**src/design/pfc_pkg.sv**
```systemverilog
package pfc_pkg;

   localparam int LetterW  = 5;
   localparam int SquareN  = 5;
   localparam int PosW     = 3;
   localparam int RowW     = SquareN * LetterW;
   localparam int CsrIndexW = 3;
   localparam int QueueDepth = 2;

   typedef logic [LetterW-1:0] letter_type;
   typedef logic [PosW-1:0] pos_type;
   typedef logic [SquareN-1:0][SquareN-1:0][LetterW-1:0] square_type;
   typedef logic [CsrIndexW-1:0] csr_index_type;

   localparam letter_type LETTER_X = letter_type'(23);

   localparam csr_index_type CSR_MODE = csr_index_type'(0);
   localparam csr_index_type CSR_ROW0 = csr_index_type'(1);
   localparam csr_index_type CSR_ROW1 = csr_index_type'(2);
   localparam csr_index_type CSR_ROW2 = csr_index_type'(3);
   localparam csr_index_type CSR_ROW3 = csr_index_type'(4);
   localparam csr_index_type CSR_ROW4 = csr_index_type'(5);

   typedef struct packed {
      logic       two_pairs;
      logic       drop;
      logic       dec;
      logic       last;
      letter_type a0;
      letter_type b0;
      letter_type a1;
      letter_type b1;
   } job_type;

endpackage

```
**src/design/pfc_front.sv**
```systemverilog
module pfc_front import pfc_pkg::*; (
   input  logic       clock,
   input  logic       reset,
   input  logic       req_push,
   input  letter_type req_in_letter,
   input  logic       req_in_last,
   input  logic       dec,
   input  logic       q_full,
   output logic       req_full,
   output logic       q_push,
   output job_type    q_job
);

   logic       pf_valid_ff, pf_valid_in;
   letter_type pf_letter_ff, pf_letter_in;
   logic       held_valid_ff, held_valid_in;
   letter_type held_letter_ff, held_letter_in;
   logic       accept;
   logic       has_entry;
   logic       dup;

   assign accept   = req_push && !q_full;
   assign req_full = q_full;
   assign dup      = held_valid_ff && (held_letter_ff == req_in_letter);

   always_comb begin
      has_entry    = 1'b0;
      q_job        = '0;
      q_job.dec    = dec;
      q_job.last   = req_in_last;
      pf_valid_in  = pf_valid_ff;
      pf_letter_in = pf_letter_ff;
      held_valid_in  = held_valid_ff;
      held_letter_in = held_letter_ff;
      if (accept) begin
         if (!dec) begin
            held_valid_in  = 1'b1;
            held_letter_in = req_in_letter;
            if (dup) begin
               has_entry = 1'b1;
               if (!pf_valid_ff) begin
                  q_job.a0    = LETTER_X;
                  q_job.b0    = req_in_letter;
                  pf_valid_in = 1'b0;
               end else begin
                  q_job.a0     = pf_letter_ff;
                  q_job.b0     = LETTER_X;
                  pf_valid_in  = 1'b1;
                  pf_letter_in = req_in_letter;
                  if (req_in_last) begin
                     q_job.two_pairs = 1'b1;
                     q_job.a1        = req_in_letter;
                     q_job.b1        = LETTER_X;
                  end
               end
            end else if (!pf_valid_ff) begin
               if (req_in_last) begin
                  has_entry = 1'b1;
                  q_job.a0  = req_in_letter;
                  q_job.b0  = LETTER_X;
               end else begin
                  pf_valid_in  = 1'b1;
                  pf_letter_in = req_in_letter;
               end
            end else begin
               has_entry   = 1'b1;
               q_job.a0    = pf_letter_ff;
               q_job.b0    = req_in_letter;
               pf_valid_in = 1'b0;
            end
         end else begin
            if (!pf_valid_ff) begin
               if (req_in_last) begin
                  has_entry  = 1'b1;
                  q_job.drop = 1'b1;
               end else begin
                  pf_valid_in  = 1'b1;
                  pf_letter_in = req_in_letter;
               end
            end else begin
               has_entry   = 1'b1;
               q_job.a0    = pf_letter_ff;
               q_job.b0    = req_in_letter;
               pf_valid_in = 1'b0;
            end
         end
         if (req_in_last) begin
            pf_valid_in    = 1'b0;
            pf_letter_in   = '0;
            held_valid_in  = 1'b0;
            held_letter_in = '0;
         end
      end
   end

   assign q_push = accept && has_entry;

   always_ff @(posedge clock) begin
      if (reset) begin
         pf_valid_ff    <= 1'b0;
         pf_letter_ff   <= '0;
         held_valid_ff  <= 1'b0;
         held_letter_ff <= '0;
      end else begin
         pf_valid_ff    <= pf_valid_in;
         pf_letter_ff   <= pf_letter_in;
         held_valid_ff  <= held_valid_in;
         held_letter_ff <= held_letter_in;
      end
   end

endmodule

```
**src/design/pfc_queue.sv**
```systemverilog
module pfc_queue import pfc_pkg::*; (
   input  logic    clock,
   input  logic    reset,
   input  logic    push,
   input  job_type push_job,
   output logic    full,
   input  logic    pop,
   output logic    empty,
   output job_type head
);

   localparam int PtrW = (QueueDepth > 1) ? $clog2(QueueDepth) : 1;
   localparam int CntW = $clog2(QueueDepth + 1);

   job_type           slot_ff [QueueDepth];
   logic [PtrW-1:0]   wr_ptr_ff, wr_ptr_in;
   logic [PtrW-1:0]   rd_ptr_ff, rd_ptr_in;
   logic [CntW-1:0]   count_ff, count_in;
   logic              do_push, do_pop;

   assign full    = (count_ff == CntW'(QueueDepth));
   assign empty   = (count_ff == '0);
   assign head    = slot_ff[rd_ptr_ff];
   assign do_push = push && !full;
   assign do_pop  = pop && !empty;

   always_comb begin
      wr_ptr_in = wr_ptr_ff;
      rd_ptr_in = rd_ptr_ff;
      count_in  = count_ff;
      if (do_push) begin
         wr_ptr_in = (wr_ptr_ff == PtrW'(QueueDepth - 1)) ? '0 : wr_ptr_ff + 1'b1;
      end
      if (do_pop) begin
         rd_ptr_in = (rd_ptr_ff == PtrW'(QueueDepth - 1)) ? '0 : rd_ptr_ff + 1'b1;
      end
      if (do_push && !do_pop) begin
         count_in = count_ff + 1'b1;
      end else if (do_pop && !do_push) begin
         count_in = count_ff - 1'b1;
      end
   end

   always_ff @(posedge clock) begin
      if (reset) begin
         wr_ptr_ff <= '0;
         rd_ptr_ff <= '0;
         count_ff  <= '0;
      end else begin
         wr_ptr_ff <= wr_ptr_in;
         rd_ptr_ff <= rd_ptr_in;
         count_ff  <= count_in;
      end
   end

   always_ff @(posedge clock) begin
      if (do_push) begin
         slot_ff[wr_ptr_ff] <= push_job;
      end
   end

endmodule

```
**src/design/pfc_back.sv**
```systemverilog
module pfc_back import pfc_pkg::*; (
   input  logic       clock,
   input  logic       reset,
   input  square_type square,
   input  logic       head_valid,
   input  job_type    head,
   output logic       head_pop,
   output logic       rsp_empty,
   input  logic       rsp_pop,
   output letter_type rsp_out_letter,
   output logic       rsp_out_valid,
   output logic       rsp_out_last,
   output logic       rsp_not_in_square
);

   logic [1:0] idx_ff, idx_in;
   logic       hold_ff, hold_in;
   letter_type letter_ff, letter_in;
   logic       valid_ff, valid_in;
   logic       last_ff, last_in;
   logic       flag_ff, flag_in;

   letter_type a, b, oa, ob, res_letter;
   logic       fa, fb, miss;
   pos_type    ra, ca, rb, cb;
   logic       final_res, load;

   function automatic pos_type wrap_shift(pos_type p, logic dec);
      logic [PosW:0] sum;
      sum = {1'b0, p} + (dec ? (PosW+1)'(SquareN - 1) : (PosW+1)'(1));
      if (sum >= (PosW+1)'(SquareN)) begin
         sum = sum - (PosW+1)'(SquareN);
      end
      return sum[PosW-1:0];
   endfunction

   assign a = idx_ff[1] ? head.a1 : head.a0;
   assign b = idx_ff[1] ? head.b1 : head.b0;

   always_comb begin
      fa = 1'b0;
      fb = 1'b0;
      ra = '0;
      ca = '0;
      rb = '0;
      cb = '0;
      for (int r = 0; r < SquareN; r++) begin
         for (int c = 0; c < SquareN; c++) begin
            if (square[r][c] == a) begin
               fa = 1'b1;
               ra = pos_type'(r);
               ca = pos_type'(c);
            end
            if (square[r][c] == b) begin
               fb = 1'b1;
               rb = pos_type'(r);
               cb = pos_type'(c);
            end
         end
      end
   end

   always_comb begin
      miss = !fa || !fb;
      if (miss) begin
         oa = a;
         ob = b;
      end else if (ra == rb) begin
         oa = square[ra][wrap_shift(ca, head.dec)];
         ob = square[ra][wrap_shift(cb, head.dec)];
      end else if (ca == cb) begin
         oa = square[wrap_shift(ra, head.dec)][ca];
         ob = square[wrap_shift(rb, head.dec)][ca];
      end else begin
         oa = square[ra][cb];
         ob = square[rb][ca];
      end
      res_letter = idx_ff[0] ? ob : oa;
   end

   assign final_res = head.drop || (idx_ff == (head.two_pairs ? 2'd3 : 2'd1));
   assign load      = head_valid && (!hold_ff || rsp_pop);
   assign head_pop  = load && final_res;

   always_comb begin
      idx_in    = idx_ff;
      hold_in   = hold_ff;
      letter_in = letter_ff;
      valid_in  = valid_ff;
      last_in   = last_ff;
      flag_in   = flag_ff;
      if (rsp_pop) begin
         hold_in = 1'b0;
      end
      if (load) begin
         hold_in   = 1'b1;
         idx_in    = final_res ? 2'd0 : idx_ff + 2'd1;
         letter_in = head.drop ? '0 : res_letter;
         valid_in  = !head.drop;
         last_in   = head.last && final_res;
         flag_in   = !head.drop && miss;
      end
   end

   always_ff @(posedge clock) begin
      if (reset) begin
         idx_ff  <= '0;
         hold_ff <= 1'b0;
      end else begin
         idx_ff  <= idx_in;
         hold_ff <= hold_in;
      end
   end

   always_ff @(posedge clock) begin
      letter_ff <= letter_in;
      valid_ff  <= valid_in;
      last_ff   <= last_in;
      flag_ff   <= flag_in;
   end

   assign rsp_empty         = !hold_ff;
   assign rsp_out_letter    = letter_ff;
   assign rsp_out_valid     = valid_ff;
   assign rsp_out_last      = last_ff;
   assign rsp_not_in_square = flag_ff;

endmodule

```
**src/design/playfair_digraph_cipher.sv**
```systemverilog
// Channel   Handshake            Payload
// req       push / full          req_in_letter, req_in_last
// rsp       empty / pop          rsp_out_letter, rsp_out_valid, rsp_out_last, rsp_not_in_square
// csr       csr_write_en         csr_index, csr_wdata
//
// An item is taken while the two-entry job queue has room, even one that only stores a letter;
// each item yields zero, one, two or four results. The back end delivers one result per cycle
// while the rsp side pops, and overlaps the front; an item gives at most two results, four for
// a closing doubled letter. The first result of an item passes the job queue and then the
// result register before it reaches the rsp ports. Synchronous reset clears all message state,
// the queue, the hold flag of the result register and the configuration registers. Either side
// may stall at any time; the queue lets the front keep accepting until it fills.
module playfair_digraph_cipher import pfc_pkg::*; (
   input  logic                 clock,
   input  logic                 reset,
   input  logic                 req_push,
   output logic                 req_full,
   input  logic [LetterW-1:0]   req_in_letter,
   input  logic                 req_in_last,
   output logic                 rsp_empty,
   input  logic                 rsp_pop,
   output logic [LetterW-1:0]   rsp_out_letter,
   output logic                 rsp_out_valid,
   output logic                 rsp_out_last,
   output logic                 rsp_not_in_square,
   input  logic                 csr_write_en,
   input  logic [CsrIndexW-1:0] csr_index,
   input  logic [RowW-1:0]      csr_wdata
);

   logic       mode_ff, mode_in;
   square_type square_ff, square_in;
   logic       q_full, q_empty, q_push, q_pop;
   job_type    q_job, q_head;

   always_comb begin
      mode_in   = mode_ff;
      square_in = square_ff;
      if (csr_write_en) begin
         unique case (csr_index)
            CSR_MODE: mode_in      = csr_wdata[0];
            CSR_ROW0: square_in[0] = csr_wdata;
            CSR_ROW1: square_in[1] = csr_wdata;
            CSR_ROW2: square_in[2] = csr_wdata;
            CSR_ROW3: square_in[3] = csr_wdata;
            CSR_ROW4: square_in[4] = csr_wdata;
            default: ;
         endcase
      end
   end

   always_ff @(posedge clock) begin
      if (reset) begin
         mode_ff   <= 1'b0;
         square_ff <= '0;
      end else begin
         mode_ff   <= mode_in;
         square_ff <= square_in;
      end
   end

   pfc_front u_front (
      .clock         (clock),
      .reset         (reset),
      .req_push      (req_push),
      .req_in_letter (req_in_letter),
      .req_in_last   (req_in_last),
      .dec           (mode_ff),
      .q_full        (q_full),
      .req_full      (req_full),
      .q_push        (q_push),
      .q_job         (q_job)
   );

   pfc_queue u_queue (
      .clock    (clock),
      .reset    (reset),
      .push     (q_push),
      .push_job (q_job),
      .full     (q_full),
      .pop      (q_pop),
      .empty    (q_empty),
      .head     (q_head)
   );

   pfc_back u_back (
      .clock             (clock),
      .reset             (reset),
      .square            (square_ff),
      .head_valid        (!q_empty),
      .head              (q_head),
      .head_pop          (q_pop),
      .rsp_empty         (rsp_empty),
      .rsp_pop           (rsp_pop),
      .rsp_out_letter    (rsp_out_letter),
      .rsp_out_valid     (rsp_out_valid),
      .rsp_out_last      (rsp_out_last),
      .rsp_not_in_square (rsp_not_in_square)
   );

endmodule

```
**config.mk**
```make
export PLATFORM = sky130hd
export DESIGN_NAME = playfair_digraph_cipher
export DESIGN_NICKNAME = d
export VERILOG_FILES = /design/src/design/pfc_pkg.sv /design/src/design/pfc_front.sv /design/src/design/pfc_queue.sv /design/src/design/pfc_back.sv /design/src/design/playfair_digraph_cipher.sv
export SDC_FILE = /design/constraint.sdc
export NUM_CORES = 1
export LEC_CHECK = 0
export ABC_AREA = 1
export BUFFER_PORTS_ARGS = -buffer_cell sky130_fd_sc_hd__buf_4
export CAP_MARGIN = 20
export CORE_MARGIN = 3
export CORE_UTILIZATION = 32
export DETAILED_ROUTE_END_ITERATION = 6
export PLACE_DENSITY = 0.48
export SYNTH_ARGS = -nofsm -noshare
export SYNTH_HDL_FRONTEND = slang
export SYNTH_HIERARCHICAL = 1
export SYNTH_SLANG_ARGS = --single-unit
```
**constraint.sdc**
```tcl
create_clock -name clock -period 6.9 [get_ports clock]
set_input_delay 0 -clock clock [delete_from_list [all_inputs] [get_ports clock]]
set_output_delay 0 -clock clock [all_outputs]
set_load 0.02 [all_outputs]
```
=== Yosys cells after proc, flatten, opt, wreduce, memory -nomap -nowiden ===
Memories as Yosys holds them, arrays and structs flattened. A register that Yosys moved wholly into a read port is not among the register bits.
Index checks and enable logic that the tools add are counted.

* Reduce and logical (&&, ||, !) cells: 34
* Muxes and demuxes: 229
* Div/mod/pow operators: 0
* Add/sub/neg operators: 13
* Shift operators: 0
* $lt $le $gt $ge: 12
* Multipliers: 0
* Bitwise operators: 0
* Eq/ne operators: 62

{| class="wikitable"
|+ Operator list
! operator !! count
|-
| $bmux 25 s3 || 4
|-
| $eq 5x5->1 || 51
|-
| $mux 3 || 71
|-
| $mux 5 || 22
|-
| $mux 25 || 4
|-
| $bmux 5 s3 || 6
|-
| $mux 10 || 9
|-
| $mux 1 || 87
|-
| $mux 2 || 25
|-
| $lt 3x4->1 const B || 8
|-
| $mux 20 || 1
|-
| $add 3x3->4 || 4
|-
| $ge 4x3->1 const B || 4
|-
| $reduce_and 2->1 || 8
|-
| $sub 3x3->3 const B || 4
|-
| $logic_and 1x1->1 || 11
|-
| $logic_not 1->1 || 8
|-
| $eq 3x2->1 const B || 2
|-
| $eq 3x3->1 || 2
|-
| $eq 3x3->1 const B || 2
|-
| $add 2x1->2 const B || 2
|-
| $ne 4x3->1 const B || 1
|-
| $reduce_bool 2->1 || 2
|-
| $eq 3x1->1 const B || 1
|-
| other kinds (8) || 11
|}

* Word-level logic and storage cells: 390
* Input bits: 39
* Flip-flop bits (word level): 153
* Memory bits (writable): 48
* Memories: 1
* Bits in read-only memories: 0
* Bits in latches: 0

{| class="wikitable"
|+ Memory list
! memory !! depth !! width !! rd ports !! clocked after memory_dff !! wr ports !! RTL line !! source
|-
| u_queue.slot_ff || 2 || 24 || 1 || 1 || 1 || pfc_queue.sv:15 || <nowiki>job_type slot_ff [QueueDepth];</nowiki>
|}

=== Depth between registers and ports, before layout ===
* Word-level depth: 38
* Gate-level depth with buffers: 50
* Gate-level depth less buffers: 45

=== Hierarchy ===
Netlist, hierarchy kept.

{| class="wikitable"
|+ By module, submodules not included
! module !! area an instance (µm²) !! sequential area each (µm²) !! cells each !! instances
|-
| pfc_back || 11,990.2 || 300.3 || 2,392 || 1
|-
| playfair_digraph_cipher || 5,018.6 || 2,522.4 || 725 || 1
|-
| pfc_queue || 2,090.8 || 1,541.5 || 112 || 1
|-
| pfc_front || 1,123.6 || 240.2 || 188 || 1
|}

=== Least setup slack after synthesis ===
OpenSTA, ideal clock, no wires.

* Path kind: reg2reg
* Start point: register with a tool-made name
* End point: register u_back.letter_ff[0], in the netlist u_back/rsp_out_letter[0] (data pin)
* Cell stages (with the launch flop): 51
* Path slack: 1.908 ns
* Library setup time: 0.256 ns
* Period minus slack after synthesis: 4.992 ns
* Arrival time: 4.736 ns
* Path buffers: 5
* Cell sequence: dfxtp_1 -> buf_6 -> buf_12 -> mux2_4 -> inv_1 -> nand2_1 -> nand2_2 -> buf_2 -> nand2_1 -> nand2_1 -> nand3_1 -> nor2_1 -> nand2_1 -> nand2_1 -> nand2_1 -> nand2_1 -> nand2_1 -> nand2_1 -> (+15 left out) -> inv_1 -> ha_1 -> inv_1 -> nor2_1 -> o21bai_1 -> inv_1 -> nand2_1 -> nand2_1 -> nand2_1 -> inv_1 -> clkbuf_1 -> nand2_1 -> nand3_1 -> nand3_1 -> a21oi_1 -> nand2_1 -> nand2_1 -> a21oi_1

{| class="wikitable"
|+ RTL lines
! element !! RTL line !! source
|-
| to (signal assigned) || pfc_back.sv:116 || <nowiki>letter_ff <= letter_in;</nowiki>
|-
| to (decl) || pfc_back.sv:18 || <nowiki>letter_type letter_ff, letter_in;</nowiki>
|}

==> parameters.txt <==
Parameter                              Value

Run status
  Outcome ... complete, no violations

Yosys
  Library cell with the largest summed area after synthesis ... sky130_fd_sc_hd__nand2_1
  Summed instance area of the synthesized netlist ... 0.0202 mm²
  Number of flops mapped to enable cells by yosys ... 56
  Synth top area cells ... sky130_fd_sc_hd__nand2_1, sky130_fd_sc_hd__dfxtp_1, sky130_fd_sc_hd__nand3_1
  Top post-synthesis cells by count ... sky130_fd_sc_hd__nand2_1, sky130_fd_sc_hd__nand3_1, sky130_fd_sc_hd__nor2_1, sky130_fd_sc_hd__inv_1, sky130_fd_sc_hd__a21oi_1
  Flip-flop and latch count after synthesis ... 202
  Average cell area after synthesis ... 5.92 µm²
  Syn. warnings ... 6
  Fraction of synthesis flops using an asynchronous set or reset pin ... 0%
  Most common cell in the synthesized netlist ... sky130_fd_sc_hd__nand2_1
  Most common flop cell mapped by yosys ... sky130_fd_sc_hd__dfxtp_1
  Proportion of netlist area held by the largest area contributor ... 19.8%
  Post-Synthesis Cells ... 3417
  Post-synthesis cell type count ... 61
  Post-Syn Nets ... 3477
  Portion of the post-synthesis area used by sequential elements ... 22.8%

Detailed routing
  Via count ... 23900
  DR DRC count ... 0
  Number of design-rule violations left by the first detailed-router iteration ... 3142
  DRT Pass-1 Iters ... 6
  Detail-routed net length per standard cell ... 25.2 µm
  Number of vias per cell after detailed routing ... 5.60
  Count of antenna-violating nets left after detailed routing ... 0
  Final wirelength ... 108 mm

Worst setup path
  Crit-path most repeated cell ... sky130_fd_sc_hd__nand2_1
  Delay of the slowest critical-path stage ... 0.50 ns
  Type of element capturing the critical path ... flop
  Worst EP required ... 7.20 ns
  Slowest CP cell ... sky130_fd_sc_hd__nand2_4
  Number of buffers and inverters on the critical path ... 5
  Biggest fanout along the worst timing path ... 39
  Type of the worst setup path ... flop to flop
  Family with the most delay on the worst path ... simple AND/OR/NAND/NOR gates
  Data arrival time at the worst-slack endpoint ... 6.79 ns
  Critical Path Start Type ... flop

GRT
  Global route overflow ... 0
  Largest net degree at the start of global routing ... 78
  Initial antenna violation count ... 5
  Number of global-route vias before repair ... 21600
  Global-route wire length before repair ... 155 mm
  All-layer global routing usage ... 31.4%

Min path
  Startpoint of the lowest-slack hold path ... csr_wdata[20]
  Classification of the worst-slack hold path ... primary input to flop

Timing
  Setup repair after global routing missed its margin ... no
  Final Max Slew Viols ... 0
  Total Negative Setup Slacks ... 0 ns
  Maximum frequency from static timing analysis ... 154 MHz
  Final Hold Fails ... 0
  Number of endpoints failing setup at the final stage ... 0
  Clock tree skew after final layout ... 0.0115 ns
  Min cycle time layout ... 6.49 ns
  Transition time of the tightest slew-check pin ... 1.24 ns
  Share of the clock period used by the worst path ... 94.0%
  Headroom to the max-slew limit ... 16.5%

Clock tree
  Clock insertion delay at the later pin of the skew report ... 0.56 ns
  TritonCTS sink count ... 202
  TritonCTS clock tree ... done
  Setup Buffers After CTS ... 0
  Number of buffers inserted during clock tree synthesis ... 23
  H-Tree Level Count ... 1
  Clock buffer depth ... 3
  Clock-pin slew reported for the worst setup and hold paths after clock tree synthesis ... 0.07 ns
  Cell at the root of the clock tree ... sky130_fd_sc_hd__clkbuf_16

Placement
  GP Congestion ... 1.05
  Count of port buffers added during placement ... 48
  Half-perimeter wire length of the detailed placement result ... 77.6 mm

Layout
  Layout cell share with drive strength beyond 1 ... 9.57%
  Final net count ... 3473
  Area Growth Syn to Fin ... 10.3%
  Fill count ... 7132

Die
  Floorplan row count ... 91
  Effective utilization at floorplan ... 32.5%
  Core area ... 0.0622 mm²
  Die Y ... 257 µm
  Area enclosed by the die boundary ... 0.0662 mm²
  Die X ... 257 µm
  Number of I/O pins ... 49

Run
  Max-cap check violation count ... 0
==> worst paths after layout <==
kind,cells after the start,to,slack [ns]
max,34,u_back/rsp_out_letter[0]$_SDFFCE_PP0P_,0.41
min,5,square_ff[45]$_SDFFE_PP0P_,0.02
max reg2reg,34,u_back/rsp_out_letter[0]$_SDFFCE_PP0P_,0.41
min reg2reg,2,u_front/pf_letter_ff[1]$_SDFFE_PP0P_,0.49
==> sequential cells by signal, indices dropped and copies added, names as in the netlist, named ones only <==
register                  cells
u_back/rsp_out_last           1
u_back/rsp_not_in_square      1
u_queue/count_ff              2
u_back/rsp_out_letter         5
u_front/held_valid_ff         1
u_back/hold_ff                1
u_front/held_letter_ff        5
u_front/pf_letter_ff          5
u_queue/rd_ptr_ff             1
u_front/pf_valid_ff           1
u_back/rsp_out_valid          1
u_queue/wr_ptr_ff             1
u_back/idx_ff                 2
u_queue/slot_ff              48
mode_ff                       1
square_ff                   125
==> layer usage <==
metal  GRT usage, %  part of all wire [%]
met1           43.9                    42
met2           45.8                    41
met3           7.62                    12
met5              0                 0.038
met4           13.1                   4.9
==> cells in the final DEF (no fill, tap or decap), types with 20 or more instances in the layout <==
| master | instances |
|---|---|
| sky130_fd_sc_hd__nand4_1 | 50 |
| sky130_fd_sc_hd__nand2_2 | 42 |
| sky130_fd_sc_hd__a21oi_1 | 183 |
| sky130_fd_sc_hd__buf_4 | 117 |
| sky130_fd_sc_hd__o211ai_1 | 57 |
| sky130_fd_sc_hd__dfxtp_1 | 146 |
| sky130_fd_sc_hd__mux2_4 | 20 |
| sky130_fd_sc_hd__edfxtp_1 | 56 |
| sky130_fd_sc_hd__clkbuf_16 | 23 |
| sky130_fd_sc_hd__xor2_1 | 102 |
| sky130_fd_sc_hd__o21ai_0 | 137 |
| sky130_fd_sc_hd__inv_1 | 290 |
| sky130_fd_sc_hd__nand2_1 | 1066 |
| sky130_fd_sc_hd__nand3_1 | 427 |
| sky130_fd_sc_hd__dlygate4sd3_1 | 40 |
| sky130_fd_sc_hd__inv_2 | 21 |
| sky130_fd_sc_hd__o21ai_1 | 22 |
| sky130_fd_sc_hd__nor2_1 | 422 |
| sky130_fd_sc_hd__ha_1 | 21 |
==> metrics by stage <==
stage	cell area [µm²]	cells	hold slack, ns	setup slack [ns]	utilization, %
final	22300	4267	0.0245	0.415	35.9
after global routing	22300	4266	0.0324	0.0156	35.9
after CTS	22300	4261	0.00826	0.407	35.8
after detailed placement	21100	4181	0.264	0.427	33.9
after global placement	21000	4178	0.266	0.354	33.8
after floorplan	20200	3417	0.0691	1.91	-
==> layout make-up <==
class / count / area, µm² / share of cell area, %
flip-flops and latches: 202 / 4600 / 20.6
clock inverters: 12 / 161 / 0.723
inverters: 321 / 1220 / 5.47
multi-input cells: 2700 / 13200 / 59.3
repair inverters: 1 / 5.00 / 0.0224
diodes: 2 / 5.00 / 0.0224
well taps: 837 / 1050 / 4.69
repair buffers: 164 / 1410 / 6.34
clock buffers: 28 / 614 / 2.75
==> cells by family (layout without fill, tap and decap cells) <==
family,Yosys count,after routing,synth area share [%]
simple gates,2098,2098,45.1
buf+inv,515,526,11.9
compound gates,451,451,12.5
flops,202,202,22.8
xor+xnor,105,105,4.62
mux,24,24,1.71
fa+ha+maj,21,21,1.30
other cells,1,3,0.0185
==> worst min-delay path, stage by stage <==
cell,delay (ns)
sky130_fd_sc_hd__buf_4,0.10
sky130_fd_sc_hd__inv_1,0.18
sky130_fd_sc_hd__nand3_1,0.15
sky130_fd_sc_hd__nand2_1,0.05
sky130_fd_sc_hd__nor2_1,0.07
==> what timing repair did <==
item	CTS	global route
endpoints found under the hold margin	160	0
endpoints found under the setup margin	0	5
resized for setup	0	5
hold buffers	40	0
Power is left out: the tool's default activity adds up to more than one toggle a clock period on the data nets, which glitch-free logic cannot reach.
